## config.mk

```make
export PLATFORM = sky130hd
export DESIGN_NAME = arp_cache_engine_core
export DESIGN_NICKNAME = d
export VERILOG_FILES = /design/src/rtl/arpc_pkg.sv /design/src/rtl/arp_cache_engine_core.sv /design/src/rtl/arpc_cell.sv
export VERILOG_INCLUDE_DIRS = /design/src /design/src/rtl
export SDC_FILE = /design/constraint.sdc
export NUM_CORES = 2
export LEC_CHECK = 0
export BUFFER_PORTS_ARGS = -buffer_cell sky130_fd_sc_hd__buf_4
export CORE_MARGIN = 5
export CORE_UTILIZATION = 30
export DETAILED_ROUTE_END_ITERATION = 8
export GPL_ROUTABILITY_DRIVEN = 0
export GPL_TIMING_DRIVEN = 0
export SYNTH_ARGS = -nofsm -noshare
export SYNTH_HDL_FRONTEND = slang
export SYNTH_SLANG_ARGS = --single-unit
```

## constraint.sdc

```tcl
create_clock -name i_clk -period 6.9 [get_ports i_clk]
set_clock_uncertainty 0.15 [all_clocks]
set_input_delay 1.38 -clock i_clk [delete_from_list [all_inputs] [get_ports i_clk]]
set_output_delay 1.38 -clock i_clk [all_outputs]
set_load 0.03 [all_outputs]
```

## src/rtl/assert_macros.svh

```systemverilog
// Assertion macros used by the RTL file that checks its own logic.
`ifndef ASSERT_MACROS_SVH
`define ASSERT_MACROS_SVH
// Implication checked on every rising clock edge outside reset.
`define ASSERT_IMP(lbl, clk, rst_n, ante, cons) \
    lbl: assert property (@(posedge clk) disable iff (!rst_n) (ante) |-> (cons)) \
        else $error("assertion failed");
// Next-cycle implication checked outside reset.
`define ASSERT_NXT(lbl, clk, rst_n, ante, cons) \
    lbl: assert property (@(posedge clk) disable iff (!rst_n) (ante) |=> (cons)) \
        else $error("assertion failed");
`endif

```

## src/rtl/arpc_pkg.sv

```systemverilog
// Package with types and constants of the ARP cache engine.
package arpc_pkg;
    localparam int TABLE_ENTRIES = 8;
    localparam int IDX_W = (TABLE_ENTRIES > 1) ? $clog2(TABLE_ENTRIES) : 1;
    localparam int CNT_W = $clog2(TABLE_ENTRIES + 1);

    localparam logic [1:0] KIND_TICK   = 2'd0;
    localparam logic [1:0] KIND_IP_IN  = 2'd1;
    localparam logic [1:0] KIND_ARP_IN = 2'd2;
    localparam logic [1:0] KIND_IP_OUT = 2'd3;

    localparam logic [1:0] ACT_NONE    = 2'd0;
    localparam logic [1:0] ACT_REPLY   = 2'd1;
    localparam logic [1:0] ACT_REQUEST = 2'd2;
    localparam logic [1:0] ACT_SEND    = 2'd3;

    localparam logic [15:0] OP_REQUEST = 16'd1;
    localparam logic [15:0] OP_REPLY   = 16'd2;

    localparam logic [2:0] REG_HOST_IP  = 3'd0;
    localparam logic [2:0] REG_MASK     = 3'd1;
    localparam logic [2:0] REG_ROUTER   = 3'd2;
    localparam logic [2:0] REG_OWN_MAC  = 3'd3;
    localparam logic [2:0] REG_MAX_AGE  = 3'd4;

    typedef enum logic [2:0] {
        ST_IDLE, ST_SCAN, ST_PICK, ST_WRITE, ST_OUT
    } t_state;

    // Operation broadcast to every cell of the chain.
    typedef enum logic [1:0] {
        OP_NOP, OP_SCAN, OP_AGE, OP_WRITE
    } t_cell_op;

    // Token that travels down the chain, one cell per cycle.
    typedef struct packed {
        logic             hit;       // matching in-use entry seen
        logic [IDX_W-1:0] hit_idx;
        logic [47:0]      hit_mac;
        logic             empty;     // unused entry seen
        logic [IDX_W-1:0] empty_idx;
        logic [7:0]       best_age;
        logic [IDX_W-1:0] best_idx;
    } t_token;

    // Command that the controller gives to all cells.
    typedef struct packed {
        t_cell_op         op;
        logic [31:0]      key;
        logic [47:0]      mac;
        logic [7:0]       clock;
        logic [7:0]       max_age;
        logic [IDX_W-1:0] wr_idx;
    } t_cell_cmd;
endpackage

```

## src/rtl/arp_cache_engine_core.sv

```systemverilog
// Top level of the ARP cache engine: controller plus a chain of entry cells.
//
//  channel | direction | handshake           | payload
//  in      | sink      | i_valid / o_ready   | kind, peer_ip, peer_mac, opcode, target, short
//  out     | source    | o_valid / i_ready   | action, dest_mac, ask_ip
//  cfg     | sink      | i_cfg_we            | i_cfg_idx, i_cfg_data
//
// A lookup or learn walks the token through the TABLE_ENTRIES cells, one cell per cycle,
// passing the states SCAN, PICK, WRITE and OUT; a tick passes WRITE and OUT.
// Items that neither look up nor learn go from IDLE straight to OUT.
// One item is worked on at a time; o_ready is high while the engine is idle.
// A stalled result holds in the output register and blocks the next item.
// Reset is synchronous and clears all entries and the age clock at once.
`include "assert_macros.svh"
module arp_cache_engine_core import arpc_pkg::*; (
    input  logic        i_clk,
    input  logic        i_rst_n,
    input  logic        i_valid,
    output logic        o_ready,
    input  logic [1:0]  i_kind,
    input  logic [31:0] i_peer_ip,
    input  logic [47:0] i_peer_mac,
    input  logic [15:0] i_arp_opcode,
    input  logic [31:0] i_arp_target_ip,
    input  logic        i_frame_short,
    output logic        o_valid,
    input  logic        i_ready,
    output logic [1:0]  o_action,
    output logic [47:0] o_dest_mac,
    output logic [31:0] o_ask_ip,
    input  logic        i_cfg_we,
    input  logic [2:0]  i_cfg_idx,
    input  logic [47:0] i_cfg_data
);
    logic [31:0] r_host_ip, r_mask, r_router;
    logic [47:0] r_own_mac;
    logic [7:0]  r_max_age, r_clock, n_clock;

    t_state      r_state, n_state;
    logic [1:0]  r_kind;
    logic [31:0] r_key, n_key;
    logic [47:0] r_mac;
    logic        r_learn, n_learn;
    logic [CNT_W-1:0] r_cnt, n_cnt;
    logic [IDX_W-1:0] r_wr_idx, n_wr_idx;
    logic        r_hit;
    logic [47:0] r_hit_mac;
    logic [1:0]  r_action, n_action;
    logic [47:0] r_dmac, n_dmac;
    logic [31:0] r_ask, n_ask;
    logic        r_ovalid, n_ovalid;
    t_cell_op    w_op;
    t_cell_cmd   w_cmd;
    t_token      w_tok [TABLE_ENTRIES+1];
    t_token      w_last;
    logic        w_in_acc;

    assign w_in_acc = i_valid && o_ready;
    assign o_ready  = (r_state == ST_IDLE);

    // Configuration registers.
    always_ff @(posedge i_clk) begin
        if (!i_rst_n) begin
            r_host_ip <= '0;
            r_mask    <= '0;
            r_router  <= '0;
            r_own_mac <= '0;
            r_max_age <= 8'd120;
        end else if (i_cfg_we) begin
            unique case (i_cfg_idx)
                REG_HOST_IP: r_host_ip <= i_cfg_data[31:0];
                REG_MASK:    r_mask    <= i_cfg_data[31:0];
                REG_ROUTER:  r_router  <= i_cfg_data[31:0];
                REG_OWN_MAC: r_own_mac <= i_cfg_data;
                REG_MAX_AGE: r_max_age <= i_cfg_data[7:0];
                default: ;
            endcase
        end
    end

    // Broadcast command to the cells.
    always_comb begin
        w_op = OP_NOP;
        if (r_state == ST_SCAN) begin
            w_op = OP_SCAN;
        end else if (r_state == ST_WRITE && r_kind == KIND_TICK) begin
            w_op = OP_AGE;
        end else if (r_state == ST_WRITE && r_learn) begin
            w_op = OP_WRITE;
        end
        w_cmd.op      = w_op;
        w_cmd.key     = r_key;
        w_cmd.mac     = r_mac;
        w_cmd.clock   = r_clock;
        w_cmd.max_age = r_max_age;
        w_cmd.wr_idx  = r_wr_idx;
    end

    // Token entering the first cell: a fresh token at the start of a scan.
    assign w_tok[0] = '0;

    // The cell at position k works on the token while the scan counter equals k.
    for (genvar g = 0; g < TABLE_ENTRIES; g++) begin : g_cell
        logic w_act;
        assign w_act = (r_state == ST_SCAN) && (r_cnt == CNT_W'(g));
        arpc_cell u_cell (
            .i_clk   (i_clk),
            .i_rst_n (i_rst_n),
            .i_idx   (IDX_W'(g)),
            .i_active(w_act),
            .i_cmd   (w_cmd),
            .i_tok   (w_tok[g]),
            .o_tok   (w_tok[g+1])
        );
    end
    assign w_last = w_tok[TABLE_ENTRIES];

    // Control state and working registers.
    always_ff @(posedge i_clk) begin
        if (!i_rst_n) begin
            r_state  <= ST_IDLE;
            r_clock  <= '0;
            r_ovalid <= 1'b0;
            r_cnt    <= '0;
            r_learn  <= 1'b0;
        end else begin
            r_state  <= n_state;
            r_clock  <= n_clock;
            r_ovalid <= n_ovalid;
            r_cnt    <= n_cnt;
            r_learn  <= n_learn;
        end
    end

    always_ff @(posedge i_clk) begin
        if (w_in_acc) begin
            r_kind <= i_kind;
            r_mac  <= i_peer_mac;
        end
        r_key    <= n_key;
        r_wr_idx <= n_wr_idx;
        r_action <= n_action;
        r_dmac   <= n_dmac;
        r_ask    <= n_ask;
        if (r_state == ST_PICK) begin
            r_hit     <= w_last.hit;
            r_hit_mac <= w_last.hit_mac;
        end
    end

    // Next state and result.
    always_comb begin
        n_state  = r_state;
        n_clock  = r_clock;
        n_ovalid = r_ovalid;
        n_cnt    = r_cnt;
        n_learn  = r_learn;
        n_key    = r_key;
        n_wr_idx = r_wr_idx;
        n_action = r_action;
        n_dmac   = r_dmac;
        n_ask    = r_ask;
        unique case (r_state)
            ST_IDLE: begin
                if (w_in_acc) begin
                    n_cnt    = '0;
                    n_action = ACT_NONE;
                    n_dmac   = '0;
                    n_ask    = '0;
                    n_key    = i_peer_ip;
                    n_learn  = 1'b0;
                    unique case (i_kind)
                        KIND_TICK: begin
                            n_clock = r_clock + 8'd1;
                            n_state = ST_WRITE;
                        end
                        KIND_IP_IN: begin
                            n_learn = ((i_peer_ip & r_mask) == (r_host_ip & r_mask));
                            n_state = n_learn ? ST_SCAN : ST_OUT;
                        end
                        KIND_ARP_IN: begin
                            n_state = ST_OUT;
                            if (!i_frame_short && i_arp_target_ip == r_host_ip) begin
                                if (i_arp_opcode == OP_REQUEST) begin
                                    n_action = ACT_REPLY;
                                    n_dmac   = i_peer_mac;
                                    n_ask    = i_peer_ip;
                                end else if (i_arp_opcode == OP_REPLY) begin
                                    n_learn = 1'b1;
                                    n_state = ST_SCAN;
                                end
                            end
                        end
                        default: begin
                            if ((i_peer_ip & r_mask) != (r_host_ip & r_mask)) begin
                                n_key = r_router;
                            end
                            n_state = ST_SCAN;
                        end
                    endcase
                    n_ovalid = (n_state == ST_OUT);
                end
            end
            ST_SCAN: begin
                n_cnt = r_cnt + CNT_W'(1);
                if (r_cnt == CNT_W'(TABLE_ENTRIES - 1)) begin
                    n_state = ST_PICK;
                end
            end
            ST_PICK: begin
                // Token has left the last cell.
                if (w_last.hit) begin
                    n_wr_idx = w_last.hit_idx;
                end else if (w_last.empty) begin
                    n_wr_idx = w_last.empty_idx;
                end else begin
                    n_wr_idx = w_last.best_idx;
                end
                n_state = ST_WRITE;
            end
            ST_WRITE: begin
                if (r_kind == KIND_IP_OUT) begin
                    if (r_hit) begin
                        n_action = ACT_SEND;
                        n_dmac   = r_hit_mac;
                    end else begin
                        n_action = ACT_REQUEST;
                        n_dmac   = '1;
                        n_ask    = r_key;
                    end
                end
                n_ovalid = 1'b1;
                n_state  = ST_OUT;
            end
            ST_OUT: begin
                if (i_ready) begin
                    n_ovalid = 1'b0;
                    n_state  = ST_IDLE;
                end
            end
            default: n_state = ST_IDLE;
        endcase
    end

    assign o_valid    = r_ovalid;
    assign o_action   = r_action;
    assign o_dest_mac = r_dmac;
    assign o_ask_ip   = r_ask;

    `ASSERT_IMP(a_out_state, i_clk, i_rst_n, o_valid, r_state == ST_OUT)
    `ASSERT_NXT(a_done_idle, i_clk, i_rst_n, o_valid && i_ready, o_ready && !o_valid)
    `ASSERT_IMP(a_req_bcast, i_clk, i_rst_n, o_valid && o_action == ACT_REQUEST,
        o_dest_mac == '1)
    `ASSERT_NXT(a_clock_tick, i_clk, i_rst_n, o_ready && i_valid && i_kind == KIND_TICK,
        r_clock == $past(r_clock) + 8'd1)
endmodule

```

## src/rtl/arpc_cell.sv

```systemverilog
// One cache entry cell: holds an entry and updates the token passing by.
module arpc_cell import arpc_pkg::*; (
    input  logic             i_clk,
    input  logic             i_rst_n,
    input  logic [IDX_W-1:0] i_idx,
    input  logic             i_active,
    input  t_cell_cmd        i_cmd,
    input  t_token           i_tok,
    output t_token           o_tok
);
    logic [31:0] r_ip;
    logic [47:0] r_mac;
    logic [7:0]  r_stamp;
    logic [7:0]  w_age;
    t_token      n_tok;
    t_token      r_tok;

    assign w_age = i_cmd.clock - r_stamp;

    // Entry storage; only the address needs a reset.
    always_ff @(posedge i_clk) begin
        if (!i_rst_n) begin
            r_ip <= '0;
        end else if (i_cmd.op == OP_AGE) begin
            if (r_ip != '0 && w_age >= i_cmd.max_age) begin
                r_ip <= '0;
            end
        end else if (i_cmd.op == OP_WRITE && i_cmd.wr_idx == i_idx) begin
            r_ip <= i_cmd.key;
        end
    end

    always_ff @(posedge i_clk) begin
        if (i_cmd.op == OP_WRITE && i_cmd.wr_idx == i_idx) begin
            r_mac   <= i_cmd.mac;
            r_stamp <= i_cmd.clock;
        end
    end

    // Token update: first hit, first empty, oldest with ties to lowest.
    always_comb begin
        n_tok = i_tok;
        if (i_active) begin
            if (!i_tok.hit && r_ip != '0 && r_ip == i_cmd.key) begin
                n_tok.hit     = 1'b1;
                n_tok.hit_idx = i_idx;
                n_tok.hit_mac = r_mac;
            end
            if (!i_tok.empty && r_ip == '0) begin
                n_tok.empty     = 1'b1;
                n_tok.empty_idx = i_idx;
            end
            if (w_age > i_tok.best_age) begin
                n_tok.best_age = w_age;
                n_tok.best_idx = i_idx;
            end
        end
    end

    always_ff @(posedge i_clk) begin
        r_tok <= n_tok;
    end

    assign o_tok = r_tok;
endmodule

```

**After elaboration in Yosys (flattened, before gate mapping)**

Cells that the tools add are included.

- Add/sub/neg operators: 10
- $lt $le $gt $ge: 16
- Equal/unequal tests: 53
- Muxes and demuxes: 102
- Bitwise operators: 2
- Reduce and logical (&&, ||, !) cells: 120

Operators with widths:

| kind | count |
|---|---|
| $mux W32 | 32 |
| $mux W67 | 7 |
| $mux W52 | 8 |
| $eq A32 B32 Y1 | 10 |
| $mux W48 | 6 |
| $logic_not A32 Y1 | 8 |
| $reduce_bool A32 Y1 | 8 |
| $pmux W48 S2 | 1 |
| $mux W11 | 7 |
| $and A32 B32 Y32 | 2 |
| $ge A8 B8 Y1 | 8 |
| $pmux W32 S2 | 1 |
| $sub A8 B8 Y8 | 8 |
| $gt A8 B8 Y1 | 7 |
| $logic_and A1 B1 Y1 | 50 |
| $mux W4 | 9 |
| $mux W3 | 11 |
| $ne A32 B32 Y1 | 1 |
| $reduce_and A2 Y1 | 16 |
| $eq A3 B3 Y1 const B | 7 |
| $ne A2 B1 Y1 const B | 10 |
| $reduce_bool A2 Y1 | 10 |
| $eq A16 B1 Y1 const B | 1 |
| $eq A16 B2 Y1 const B | 1 |
| 27 further kinds | 74 |

- Bits in registers: 1,569
- Input port bits: 187
- Output and inout port bits: 84
- Word-level logic and storage cells: 400

**Longest topological paths before layout**

- Depth after elaboration: 10
- Gate-level depth with buffers: 17
- Mapped depth without buffers: 16

**Modules after synthesis**

Synthesis repeated with hierarchy kept, for this count alone.

- Cell total of the unflattened synthesis: 4,742
- Area total of the unflattened synthesis: 64,285.4 µm²

Modules (own cells, without submodules):

| module | times used | cells an instance | area each (µm²) | seq. area each (µm²) |
|---|---|---|---|---|
| arpc_cell | 8 | 453 | 6,297.3 | 3,663.5 |
| arp_cache_engine_core | 1 | 1,118 | 13,907.1 | 8,908.5 |

**Least setup slack after synthesis**

No wires, ideal clock.

- Path kind: register -> register
- From: register r_state[2]
- To: register r_ask[0], in the netlist o_ask_ip[0] (enable)
- Library setup time: 470 ps
- Arrival time: 6,922 ps
- Required time: 6,280 ps
- Path slack: -642 ps
- Cell stages (with the launch flop): 6
- Path buffers: 2
- Clock period less this slack: 7,542 ps
- Path through: dfxtp_1 > buf_6 > nand3b_1 > buf_2 > o21ai_0 > a21boi_0

- Word-level cells in the longest chain between the ends: 4
- Elaborated cells between the ends (all ways): 8
- Classes of those cells: 4 x eq/ne; 4 x reduce/logical

RTL lines:

| item | RTL line | text |
|---|---|---|
| start: declaration | arp_cache_engine_core.sv:39 | `t_state r_state, n_state;` |
| start signal: assignment | arp_cache_engine_core.sv:127 | `r_state <= n_state;` |
| $logic_not A3 Y1 | arp_cache_engine_core.sv:59, arp_cache_engine_core.sv:163 |  |
| $logic_and A1 B1 Y1 | arp_cache_engine_core.sv:58 | `assign w_in_acc = i_valid && o_ready;` |
| $ne A2 B1 Y1 (no line) | -- |  |
| $reduce_and A4 Y1 (no line) * | -- |  |
| end signal: assignment | arp_cache_engine_core.sv:144 | `r_ask <= n_ask;` |
| end: declaration | arp_cache_engine_core.sv:50 | `logic [31:0] r_ask, n_ask;` |

Mark *: on every way between the ends. The rest lies on a longest branch, timed or not.
A chain may end at the register's enable or synchronous reset.

**Final worst setup path**

- From: register r_clock[0]
- To: register g_cell[2].u_cell.r_ip[29]

- Word-level cells in the longest chain between the ends: 5

RTL lines:

| item | RTL line | text |
|---|---|---|
| start: declaration | arp_cache_engine_core.sv:37 | `logic [7:0] r_max_age, r_clock, n_clock;` |
| start signal: assignment | arp_cache_engine_core.sv:128 | `r_clock <= n_clock;` |
| $sub A8 B8 Y8 | arpc_cell.sv:18 | `assign w_age = i_cmd.clock - r_stamp;` |
| $ge A8 B8 Y1 | arpc_cell.sv:25 | `if (r_ip != '0 && w_age >= i_cmd.max_age) begin` |
| $logic_and A1 B1 Y1 | arpc_cell.sv:25 |  |
| $ne A2 B1 Y1 (no line) | -- |  |
| $reduce_and A2 Y1 (no line) | -- |  |
| end signal: assignment | arpc_cell.sv:29 | `r_ip <= i_cmd.key;` |
| end: declaration | arpc_cell.sv:11 | `logic [31:0] r_ip;` |

No other way between the ends.

==> metrics.md <==
| Metric | Value |
|---|---|
| Status | `complete, no violations` |
| Synth Area in Adders | `0.0416` |
| Hold Vio Cnt, Final | `0` |
| Routed Antenna Nets | `0` |
| WL/cell | `21.7 um` |
| Startpoint types | `flop` |
| Critical Path RT | `between 7 and 8 ns` |
| TritonCTS clock tree | `built` |
| Largest family of logic cells by synthesized area | `compound AO/OA/AOI/OAI gates` |
| Commonest cells in the netlist | `dfxtp_1, edfxtp_1, mux2_2, nand2_1, xor2_1` |
| Worst relative slew slack | `0.162` |
| Post-placement cell area | `65500 um2` |
| DIE HEIGHT | `roughly 460 um` |
| First-pass DRT Iterations | `6` |
| Synthesis-stage register bit count | `1548` |
| Compound-Gate Fraction of Synth Area | `0.0875` |
| First-pass GRT wire length | `248000 um` |
| Starting density of the core | `0.301` |
| Syn nets | `4890` |
| Synth top area cells | `edfxtp_1, dfxtp_1, mux2_2` |
| Dominant cell type by area after synthesis | `edfxtp_1` |
| Pin count of the biggest net entering global routing | `53` |
| Worst-Skew Late Latency | `0.79 ns` |
| Nets@finish | `5320` |
| Routed via count | `37700` |
| Count of final setup violators | `0` |
| Netlist Area Pre-Place | `59900 um2` |
| Total of max-cap violations | `0` |
| R2r setup slk | `around 1.6 ns` |
| Clock buffer depth | `3` |
| CP max-delay cell | `dfxtp_1` |
| Post-synthesis cell type count | `70` |
| DP Wirelength | `approximately 120000 um` |
| Total core area | `199000 um2` |
| Number of I/O port buffers | `approximately 250` |
| Setup crit end kind | `flop` |
| Fin crit period | `5.31 ns` |
| Top-area cell type share of the netlist area | `0.333` |
| RSZ-0062 raised after global routing | `false` |
| Clock-pin slew of the registers on the worst-case setup and hold paths | `0.06 ns` |
| Via/cell ratio | `4.87` |
| Max Freq | `0.188 GHz` |
| Yosys warnings | `0` |
| CP Class | `flop to flop` |
| Total grt overflow | `0` |
| Area growth syn-to-layout | `18.2%` |
| Final period util | `0.770` |
| Final non-filler cell total | `7734` |
| Vias in the first global route | `about 38000` |
| Max rail drop VDD | `0.250 mV` |
| DRT iter0 DRCs | `3044` |
| Initial antenna violation count | `19` |
| Share of layout cells above drive strength 1 | `0.204` |
| CP max stage delay | `approximately 0.87 ns` |
| Critical path arrival | `5.85 ns` |
| Post-cts sizing count | `0` |
| Min-delay worst type | `flop to flop` |
| Fin. max-slew vios | `0` |
| Async SR Flop Fraction | `0` |
| Sink Count | `approximately 1500` |
| Post-synth EDFFs | `about 660` |
| Total clock buffers created by CTS | `156` |
| WL final | `168000 um` |
| Top-count cell post-synth | `dfxtp_1` |
| Proportion of synthesized area in mux cells | `0.0785` |
| # rows | `164` |
| Main flop type after synthesis | `dfxtp_1` |
| Worst path cell trace | `inv_1, ha_1, nor2b_1, o21ai_0, a21boi_0, o21ai_0, a21oi_1, xnor2_1, ha_1, o21a_1, nor2_1, nor3_1, a21oi_1, clkbuf_1, a32o_1` |
| Post-Synthesis Cells | `4509` |
| Post-synthesis sequential area ratio | `0.629` |
| # IOs | `271` |
| Top cell family by delay on the critical path | `compound AO/OA/AOI/OAI gates` |
| Post-Synth XOR/XNOR Area | `0.0537` |
| Die area | `209000 um2` |
| PD cells | `303 nW/um2` |
| Synth Area per Inst | `13.3 um2` |
| Total GRT Usage | `0.156` |
| Worst-Margin Slew | `1.26 ns` |
| DRC viols | `0` |
| Cell leakage power | `0.0269 uW` |
| Final instance area | `70700 um2` |
| CTS H-Tree Depth | `4` |
| Synth Area in Simple Gates | `0.0807` |
| CP Buf/Inv Count | `2` |
| Die W | `457 um` |
| Cells after DPL | `7437` |
| Worst-path maximum fanout | `11` |
| # Post-CTS Setup Buffers | `0` |
| Root Buffer | `clkbuf_16` |
| Hold_buf cts | `0` |
## registers in the layout (all words and copies together) (netlist names)
signal	cells
r_mask	32
o_valid	1
r_key	32
r_state	3
r_hit	1
r_max_age	8
g_cell.u_cell.r_stamp	64
r_host_ip	32
r_hit_mac	48
r_kind	2
r_wr_idx	3
r_mac	48
r_router	32
r_learn	1
g_cell.u_cell.o_tok	507
g_cell.u_cell.r_ip	256
o_action	2
r_clock	8
g_cell.u_cell.r_mac	384
o_dest_mac	48
o_ask_ip	32
r_cnt	4
## cell type report
type | instances | area [um2]
inverter | 153 | 584
antenna | 7 | 17.5
fill | 19300 | 128000
timing repair buffer | 272 | 2270
multi-input combinational | 2562 | 20500
clock buffer | 226 | 4500
clock inverter | 64 | 698
tap | 2656 | 3320
sequential | 1548 | 37600
buffer | 246 | 1200
## cell families after synthesis
kind of cell / Yosys count
and+or+nand+nor: 918
muxes: 418
xor gates and xnor gates: 367
AOI/OAI and AO/OA: 665
adders and majority gates: 194
DFF: 1548
buffers and inverters: 399
## stage by stage
step                TNS, ns  worst slack [ns]   util  hold slack (ns)  power, uW
finish                    0              1.59  0.355            0.247      21400
global route              0              1.33  0.355            0.257      22200
CTS                       0              1.56  0.355            0.247      21600
detailed placement        0              1.60  0.329            0.239      13100
global placement    -199.31             -3.61  0.327            0.235      13100
floorplan                 0             0.584      -            0.233      11900
## final timing paths
path / cells after the start / end / startpoint
hold / removal: 0 / r_hit_mac[2]$_DFFE_PN_ / g_cell[7].u_cell.o_tok[17]$_DFF_P_
hold reg to reg: 0 / r_hit_mac[2]$_DFFE_PN_ / g_cell[7].u_cell.o_tok[17]$_DFF_P_
setup / recovery: 15 / g_cell[2].u_cell.r_ip[29]$_SDFFE_PN0P_ / r_clock[0]$_SDFFE_PN0P_
setup reg to reg: 15 / g_cell[2].u_cell.r_ip[29]$_SDFFE_PN0P_ / r_clock[0]$_SDFFE_PN0P_
## report_power, final
group          internal [uW]  switching, uW
Sequential             10100            307
Clock                   4820           3650
Combinational            810           1710
## layout by cell type, fill, tap and decap left out, drive strengths merged, types with 62 or more instances in the layout
master / count
dfxtp: 884
edfxtp: 664
mux2: 409
buf: 376
clkbuf: 368
nand2: 341
xor2: 193
ha: 186
xnor2: 174
a32o: 160
inv: 155
nor4: 124
o21ai: 116
a21boi: 112
nor2b: 85
nand4: 78
a2bb2o: 62
## routing by layer
| metal | vias up | GRT usage | part of all wire |
|---|---|---|---|
| met1 | 18500 | 0.214 | 0.45 |
| met5 | - | 0 | 0 |
| met4 | 0 | 0.0572 | 0.038 |
| met3 | 349 | 0.0328 | 0.070 |
| met2 | 1511 | 0.245 | 0.44 |
| li1 | 17300 | - | - |
Note: power is estimated with default switching activity, not from simulation.
